**src/design/dtv_pkg.sv**
```systemverilog
// shared types, constants and lookup functions for the date/time validator
package dtv_pkg;

    localparam logic [15:0] YEAR_MIN     = 16'd2000;
    localparam logic [15:0] YEAR_MAX     = 16'd2099;
    localparam logic [7:0]  YEAR_MIN_LO  = 8'd208;
    localparam logic [7:0]  HOUR_MAX     = 8'd23;
    localparam logic [7:0]  MINSEC_MAX   = 8'd59;
    localparam logic [7:0]  MONTH_MAX    = 8'd12;
    localparam logic [6:0]  LAST_YY      = 7'd99;
    localparam logic [4:0]  FEB_LEAP_LEN = 5'd29;

    localparam logic [3:0] MON_JAN = 4'd1;
    localparam logic [3:0] MON_FEB = 4'd2;
    localparam logic [3:0] MON_MAR = 4'd3;
    localparam logic [3:0] MON_APR = 4'd4;
    localparam logic [3:0] MON_MAY = 4'd5;
    localparam logic [3:0] MON_JUN = 4'd6;
    localparam logic [3:0] MON_JUL = 4'd7;
    localparam logic [3:0] MON_AUG = 4'd8;
    localparam logic [3:0] MON_SEP = 4'd9;
    localparam logic [3:0] MON_OCT = 4'd10;
    localparam logic [3:0] MON_NOV = 4'd11;
    localparam logic [3:0] MON_DEC = 4'd12;

    typedef struct packed {
        logic [15:0] year_in;
        logic [7:0]  month_in;
        logic [7:0]  day_in;
        logic [7:0]  hour_in;
        logic [7:0]  minute_in;
        logic [7:0]  second_in;
    } dtv_in_t;

    typedef struct packed {
        logic       is_valid;
        logic       is_leap;
        logic [4:0] month_length;
        logic [2:0] weekday;
    } dtv_out_t;

    typedef struct packed {
        logic        year_ok;
        logic        clock_ok;
        logic        month_ok;
        logic        mod4;
        logic        mod16;
        logic [10:0] r25;
        logic [7:0]  yofs;
        logic [3:0]  month;
        logic [7:0]  day;
    } dtv_s1_t;

    typedef struct packed {
        logic       year_ok;
        logic       clock_ok;
        logic       month_ok;
        logic       mod4;
        logic       mod16;
        logic [8:0] r25;
        logic [8:0] wsum;
        logic [3:0] month;
        logic [7:0] day;
    } dtv_s2_t;

    typedef struct packed {
        logic       year_ok;
        logic       clock_ok;
        logic       month_ok;
        logic       mod4;
        logic       mod16;
        logic [6:0] r25;
        logic [3:0] wsum;
        logic [3:0] month;
        logic [7:0] day;
    } dtv_s3_t;

    // days in month for a common year, zero outside 1..12
    function automatic logic [4:0] base_len(input logic [3:0] m);
        logic [4:0] len;
        unique case (m)
            MON_JAN, MON_MAR, MON_MAY, MON_JUL,
            MON_AUG, MON_OCT, MON_DEC:            len = 5'd31;
            MON_APR, MON_JUN, MON_SEP, MON_NOV:   len = 5'd30;
            MON_FEB:                              len = 5'd28;
            default:                              len = 5'd0;
        endcase
        return len;
    endfunction

    // (13*m + 8)/5 mod 7 with jan/feb taken as months 13 and 14
    function automatic logic [2:0] month_term(input logic [3:0] m);
        logic [2:0] t;
        unique case (m)
            MON_JAN: t = 3'd0;
            MON_FEB: t = 3'd3;
            MON_MAR: t = 3'd2;
            MON_APR: t = 3'd5;
            MON_MAY: t = 3'd0;
            MON_JUN: t = 3'd3;
            MON_JUL: t = 3'd5;
            MON_AUG: t = 3'd1;
            MON_SEP: t = 3'd4;
            MON_OCT: t = 3'd6;
            MON_NOV: t = 3'd2;
            MON_DEC: t = 3'd4;
            default: t = 3'd0;
        endcase
        return t;
    endfunction

endpackage

```
**src/design/dtv_prep.sv**
```systemverilog
// first stage: range checks, year residue setup and year offset
module dtv_prep
    import dtv_pkg::*;
(
    input  logic    clk,
    input  logic    rst_n,
    input  logic    in_vld,
    input  dtv_in_t item,
    output logic    s1_vld,
    output dtv_s1_t s1
);

    logic    vld_reg;
    dtv_s1_t s1_reg;
    dtv_s1_t s1_next;
    logic    early;

    always_comb
    begin
        early             = (item.month_in < 8'd3);
        s1_next.year_ok   = (item.year_in >= YEAR_MIN) && (item.year_in <= YEAR_MAX);
        s1_next.clock_ok  = (item.hour_in <= HOUR_MAX) && (item.minute_in <= MINSEC_MAX)
                            && (item.second_in <= MINSEC_MAX);
        s1_next.month_ok  = (item.month_in != 8'd0) && (item.month_in <= MONTH_MAX);
        s1_next.mod4      = (item.year_in[1:0] == 2'd0);
        s1_next.mod16     = (item.year_in[3:0] == 4'd0);
        // 256 = 6 mod 25
        s1_next.r25       = ({3'b0, item.year_in[15:8]} * 11'd6) + {3'b0, item.year_in[7:0]};
        s1_next.yofs      = item.year_in[7:0] - YEAR_MIN_LO - {7'b0, early};
        s1_next.month     = item.month_in[3:0];
        s1_next.day       = item.day_in;
    end

    always_ff @(posedge clk or negedge rst_n)
    begin
        if (!rst_n)
        begin
            vld_reg <= 1'b0;
        end
        else
        begin
            vld_reg <= in_vld;
        end
    end

    always_ff @(posedge clk)
    begin
        if (in_vld)
        begin
            s1_reg <= s1_next;
        end
    end

    assign s1_vld = vld_reg;
    assign s1     = s1_reg;

endmodule

```
**src/design/dtv_reduce.sv**
```systemverilog
// second and third stages: residue folding for mod 25 and the weekday sum
module dtv_reduce
    import dtv_pkg::*;
(
    input  logic    clk,
    input  logic    rst_n,
    input  logic    s1_vld,
    input  dtv_s1_t s1,
    output logic    s3_vld,
    output dtv_s3_t s3
);

    logic    s2_vld_reg;
    dtv_s2_t s2_reg;
    dtv_s2_t s2_next;
    logic    s3_vld_reg;
    dtv_s3_t s3_reg;
    dtv_s3_t s3_next;
    logic    prev_century;
    logic [6:0] yy;
    logic [5:0] wfold;

    always_comb
    begin
        prev_century     = (s1.yofs == 8'hFF);
        yy               = prev_century ? LAST_YY : s1.yofs[6:0];
        s2_next.year_ok  = s1.year_ok;
        s2_next.clock_ok = s1.clock_ok;
        s2_next.month_ok = s1.month_ok;
        s2_next.mod4     = s1.mod4;
        s2_next.mod16    = s1.mod16;
        // 64 = 14 mod 25
        s2_next.r25      = ({4'b0, s1.r25[10:6]} * 9'd14) + {3'b0, s1.r25[5:0]};
        // century term is 1 for the 1900s and 0 for the 2000s
        s2_next.wsum     = {8'b0, prev_century} + {2'b0, yy} + {4'b0, yy[6:2]}
                           + {6'b0, month_term(s1.month)} + {1'b0, s1.day};
        s2_next.month    = s1.month;
        s2_next.day      = s1.day;
    end

    always_comb
    begin
        // 8 = 1 mod 7
        wfold            = s2_reg.wsum[8:3] + {3'b0, s2_reg.wsum[2:0]};
        s3_next.year_ok  = s2_reg.year_ok;
        s3_next.clock_ok = s2_reg.clock_ok;
        s3_next.month_ok = s2_reg.month_ok;
        s3_next.mod4     = s2_reg.mod4;
        s3_next.mod16    = s2_reg.mod16;
        // 32 = 7 mod 25
        s3_next.r25      = ({3'b0, s2_reg.r25[8:5]} * 7'd7) + {2'b0, s2_reg.r25[4:0]};
        s3_next.wsum     = {1'b0, wfold[5:3]} + {1'b0, wfold[2:0]};
        s3_next.month    = s2_reg.month;
        s3_next.day      = s2_reg.day;
    end

    always_ff @(posedge clk or negedge rst_n)
    begin
        if (!rst_n)
        begin
            s2_vld_reg <= 1'b0;
            s3_vld_reg <= 1'b0;
        end
        else
        begin
            s2_vld_reg <= s1_vld;
            s3_vld_reg <= s2_vld_reg;
        end
    end

    always_ff @(posedge clk)
    begin
        if (s1_vld)
        begin
            s2_reg <= s2_next;
        end
        if (s2_vld_reg)
        begin
            s3_reg <= s3_next;
        end
    end

    assign s3_vld = s3_vld_reg;
    assign s3     = s3_reg;

endmodule

```
**src/design/dtv_final.sv**
```systemverilog
// last stage: leap decision, month length, day check and result register
module dtv_final
    import dtv_pkg::*;
(
    input  logic     clk,
    input  logic     rst_n,
    input  logic     s3_vld,
    input  dtv_s3_t  s3,
    output logic     done,
    output dtv_out_t result
);

    logic     done_reg;
    dtv_out_t result_reg;
    dtv_out_t result_next;
    logic     div25;
    logic     leap;
    logic [4:0] mlen;
    logic     valid;
    logic [3:0] wdiff;
    logic [2:0] wday;

    always_comb
    begin
        div25 = (s3.r25 == 7'd0) || (s3.r25 == 7'd25) || (s3.r25 == 7'd50)
                || (s3.r25 == 7'd75) || (s3.r25 == 7'd100);
        leap  = s3.mod4 && (!div25 || s3.mod16);
        if (!s3.month_ok)
        begin
            mlen = 5'd0;
        end
        else if ((s3.month == MON_FEB) && leap)
        begin
            mlen = FEB_LEAP_LEN;
        end
        else
        begin
            mlen = base_len(s3.month);
        end
        valid = s3.year_ok && s3.month_ok && s3.clock_ok
                && (s3.day != 8'd0) && (s3.day <= {3'b0, mlen});
        wdiff = s3.wsum - 4'd7;
        wday  = (s3.wsum >= 4'd7) ? wdiff[2:0] : s3.wsum[2:0];
        result_next.is_valid     = valid;
        result_next.is_leap      = leap;
        result_next.month_length = mlen;
        result_next.weekday      = valid ? wday : 3'd0;
    end

    always_ff @(posedge clk or negedge rst_n)
    begin
        if (!rst_n)
        begin
            done_reg <= 1'b0;
        end
        else
        begin
            done_reg <= s3_vld;
        end
    end

    always_ff @(posedge clk)
    begin
        if (s3_vld)
        begin
            result_reg <= result_next;
        end
    end

    assign done   = done_reg;
    assign result = result_reg;

    a_wday_range: assert property (@(posedge clk) disable iff (!rst_n)
        done |-> (result.weekday <= 3'd6))
        else $error("weekday out of range");

    a_invalid_wday: assert property (@(posedge clk) disable iff (!rst_n)
        (done && !result.is_valid) |-> (result.weekday == 3'd0))
        else $error("weekday set on invalid date");

    a_valid_len: assert property (@(posedge clk) disable iff (!rst_n)
        (done && result.is_valid) |-> (result.month_length >= 5'd28))
        else $error("valid date with short month length");

    a_leap_feb: assert property (@(posedge clk) disable iff (!rst_n)
        (done && (result.month_length == FEB_LEAP_LEN)) |-> result.is_leap)
        else $error("leap february length without leap year");

endmodule

```
**src/design/datetime_validate_weekday.sv**
```systemverilog
// top level of the calendar date and time validator with weekday
// the accepted date passes the s1, s2 and s3 registers, and done rises as the result register loads
// throughput: one transaction per cycle, a four-stage pipeline of range checks and residue folds
// busy stays low, results are strobed for one cycle and the receiver cannot stall them
// reset clears only the stage valid flags and done, payload registers are not reset
module datetime_validate_weekday
    import dtv_pkg::*;
(
    input  logic     clk,
    input  logic     rst_n,
    input  logic     start,
    output logic     busy,
    input  dtv_in_t  item,
    output logic     done,
    output dtv_out_t result
);

    logic    accept;
    logic    s1_vld;
    dtv_s1_t s1;
    logic    s3_vld;
    dtv_s3_t s3;

    assign busy   = 1'b0;
    assign accept = start && !busy;

    dtv_prep u_prep (
        .clk    (clk),
        .rst_n  (rst_n),
        .in_vld (accept),
        .item   (item),
        .s1_vld (s1_vld),
        .s1     (s1)
    );

    dtv_reduce u_reduce (
        .clk    (clk),
        .rst_n  (rst_n),
        .s1_vld (s1_vld),
        .s1     (s1),
        .s3_vld (s3_vld),
        .s3     (s3)
    );

    dtv_final u_final (
        .clk    (clk),
        .rst_n  (rst_n),
        .s3_vld (s3_vld),
        .s3     (s3),
        .done   (done),
        .result (result)
    );

endmodule

```
**config.mk**
```make
export PLATFORM = sky130hd
export DESIGN_NAME = datetime_validate_weekday
export DESIGN_NICKNAME = d
export VERILOG_FILES = /design/src/design/dtv_pkg.sv /design/src/design/dtv_prep.sv /design/src/design/dtv_reduce.sv /design/src/design/dtv_final.sv /design/src/design/datetime_validate_weekday.sv
export SDC_FILE = /design/constraint.sdc
export NUM_CORES = 1
export LEC_CHECK = 0
export BUFFER_PORTS_ARGS = -buffer_cell sky130_fd_sc_hd__buf_2
export CAP_MARGIN = 20
export CORE_UTILIZATION = 25
export DETAILED_ROUTE_END_ITERATION = 16
export SLEW_MARGIN = 30
export SYNTH_ARGS = -nofsm -noshare
export SYNTH_HDL_FRONTEND = slang
export SYNTH_SLANG_ARGS = --single-unit
```
**constraint.sdc**
```tcl
create_clock -name clk -period 4.55 [get_ports clk]
set_clock_uncertainty 0.1 [all_clocks]
set_input_delay 0.91 -clock clk [delete_from_list [all_inputs] [get_ports clk]]
set_output_delay 0.91 -clock clk [all_outputs]
set_load 0.01 [all_outputs]
```
==> results by group <==
Timing
  • Total negative slack: 0 ps
  • Fin. max-slew vios: 0
  • Endpoints failing setup: 0
  • Least-Margin Pin Slew: just under 800 ps
  • RSZ-0062 raised after global routing: false
  • Fmax: 267.2 MHz
  • Period utilization: 0.8225
  • Final Critical Period: ~3700 ps
  • Final worst slack: 807.7 ps
  • Final Hold Vio Count: 0
  • Slew margin rel.: 0.4687

Cells and area
  • Multi-input logic area: 3068 µm²
  • Sequential cell area: 3433 µm²
  • Final Net Count: 774
  • Share of cells above drive strength 1: 0.1768
  • Final-layout fill cell count: 2,617
  • Area grow syn2layout: 18.83%
  • Max reg flops: 36

Global routing
  • Vias in the first global route: 3,867
  • Initial antenna violation count: 1
  • Largest net degree at the start of global routing: 42
  • Global Route Usage Sum: 0.08496
  • Gr ovfl total: 0
  • Global-route wire length before repair: 18,360 µm

Clock tree
  • CTS max path bufs: 2
  • TritonCTS clock tree: yes
  • CTS H-tree depth: 4
  • Root buf cell: clkbuf_16
  • Post-CTS resize count: 0
  • Postcts setup bufs: 0
  • Reg clk slew, reported paths: 60 ps
  • Worst skew pair latency: 400 ps
  • Post-CTS Hold Buffers: 0
  • Sink Count: around 120
  • TritonCTS Buffers: 17

Placement
  • Pre-CTS setup slack: approximately 520 ps
  • Hpwl dp: 8440 µm
  • Routability Congestion: 0.7673
  • IO buf count: 62

Yosys
  • Async set-reset flop share out of synthesis: 0.03419
  • Most frequent cell after synthesis: edfxtp_1
  • Post-synth top flop: edfxtp_1
  • Area share of the largest cell type after synthesis: 0.4740
  • Synth top area cells: edfxtp_1, ha_1, fa_1
  • Number of library cell types mapped by synthesis: 56
  • EDFF count, synth: 107
  • Post-synth top cells: edfxtp_1, ha_1, inv_1
  • Mean area per synthesized cell: 12.79 µm²
  • Syn Std Cell Area: 6779 µm²
  • FF+latch count, synth: 117
  • Syn Inst Count: 530
  • Yosys warns: 0
  • Post-synth top area cell: edfxtp_1
  • Sequential area share after synthesis: 0.5065

Die
  • # rows: 59
  • I/O pin total: ~70
  • Die Span Y: roughly 170 µm
  • Core Footprint: roughly 26,000 µm²
  • Die Area: about 28,000 µm²
  • Initial Util: 0.2572
  • Die width: 166.7 µm

Pwr
  • Power Density: 638.0 nW/µm²
  • Leak: 3.425 nW
  • Max VDD drop: roughly 0.00032 V

Detailed routing
  • Drt first pass iters: 4
  • WL final: roughly 11,000 µm
  • Drt drc: 0
  • Routed Antenna Nets: 0
  • Via Count: 4,006
  • First DRT Iteration DRCs: 177
  • WL per Instance: 11.49 µm
  • Via density: 4.182

Critical path
  • Worst path slowest cell: fa_1
  • Crit path max fanout: 7
  • Bufs and invs on worst path: 1
  • Nature of the critical path endpoint: register
  • CP peak stage delay: 570 ps
  • Critical Path AT: 3790 ps
  • Most used cell, CP: fa_1
  • Start point of the critical path: u_prep.s1[18]$_DFFE_PP_
  • Setup CP Type: register to register
  • CP top delay family: adder cells
  • Critical path launch point type: register
  • Crit-path cells: nand4_1 -> or2_1 -> nand2_1 -> fa_1 -> fa_1 -> inv_1 -> ha_1 -> a21o_1 -> a21oi_1 -> nor2b_1 -> o21a_1 -> o41ai_1 -> xnor2_1
  • Req. time, crit path: 4600 ps
  • R2r startpoint: u_prep.s1[18]$_DFFE_PP_

Status
  • Status: finished, final reports clean

Worst hold path
  • Worst Hold Class: primary input to async pin

Run
  • Max Cap Violations: 0
worst paths after layout:
kind                                                 end  slack [ps]  cells past startpoint
min reg2reg                u_reduce.s2_reg[31]$_DFFE_PP_         320                      0
min                              u_prep.s1_vld$_DFF_PN0_         200                      1
max reg2reg                u_reduce.s2_reg[20]$_DFFE_PP_         810                     13
max in group asynchronous      u_reduce.s3_vld$_DFF_PN0_        4030                      1
max                        u_reduce.s2_reg[20]$_DFFE_PP_         810                     13
min in group clk           u_reduce.s2_reg[31]$_DFFE_PP_         320                      0
logic make-up (layout without fill, tap and decap cells):
group,count (synthesis),in the layout,share of synthesized area
AND/OR/NAND/NOR,94,94,0.06737
buffers and inverters,72,163,0.04153
other,1,3,0.0005532
adder cells (fa/ha/maj),106,106,0.2244
AO/OA/AOI/OAI,87,87,0.08860
XOR/XNOR,42,42,0.05426
flip-flops,117,117,0.5065
multiplexers,11,11,0.01680
per-layer routing:
layer / vias up / GRT usage / wire length, µm / share of wire
met5: - / 0 / 10 / 0.00091
met4: 2 / 0.03744 / 161 / 0.015
met3: 13 / 0.02519 / 463 / 0.042
met2: 86 / 0.1268 / 4784 / 0.43
met1: 1860 / 0.1135 / 5588 / 0.51
li1: 2045 / - / - / -
final cells by class:
type / instances / area share
Timing Repair Buffer: 66 / 0.04225
Clock inverter: 12 / 0.009941
Sequential cell: 117 / 0.4262
Multi-Input combinational cell: 342 / 0.3809
Tap cell: 335 / 0.05203
Clock buffer: 20 / 0.05809
Antenna cell: 1 / 0.0003107
Inverter: 65 / 0.03029
power by group:
| part | switching, W | internal [W] | leakage (nW) |
|---|---|---|---|
| Combinational | 0.00112 | 0.00107 | 2.02 |
| Sequential | 0.000140 | 0.00160 | 1.15 |
| Clock | 0.000473 | 0.000737 | 0.259 |
| Total | 0.00173 | 0.00341 | 3.43 |
per-stage QoR:
step | util | hold slack, ps | instance area, µm² | instances | total power, W
after floorplan | - | 300.3 | 6783 | 531 | 0.003522
after global placement | 0.2848 | 300.9 | 7505 | 925 | 0.003892
after detailed placement | 0.2848 | 305.6 | 7505 | 925 | 0.003985
after CTS | 0.3056 | 181.1 | 8053 | 957 | 0.005230
after global routing | 0.3056 | 187.4 | 8053 | 957 | 0.005610
final | 0.3057 | 200.9 | 8055 | 958 | 0.005139
placed cells by master, fill, tap and decap left out, drive strengths merged, types with 4 or more instances in the layout:
cell,netlist,final
nand4,6,6
nand2,24,24
dfrtp,4,4
xnor2,30,30
dfxtp,6,6
inv,65,65
fa,26,26
mux2i,8,8
nor3,8,8
a211oi,5,5
nor2,30,30
a21oi,24,24
nor4,4,4
clkinvlp,0,5
nor2b,7,7
edfxtp,107,107
a21o,15,15
buf,3,66
ha,80,80
clkinv,0,7
o21a,6,6
o21ai,14,14
clkbuf,4,20
xor2,12,12
No activity file was read; power rests on OpenSTA's default activity.
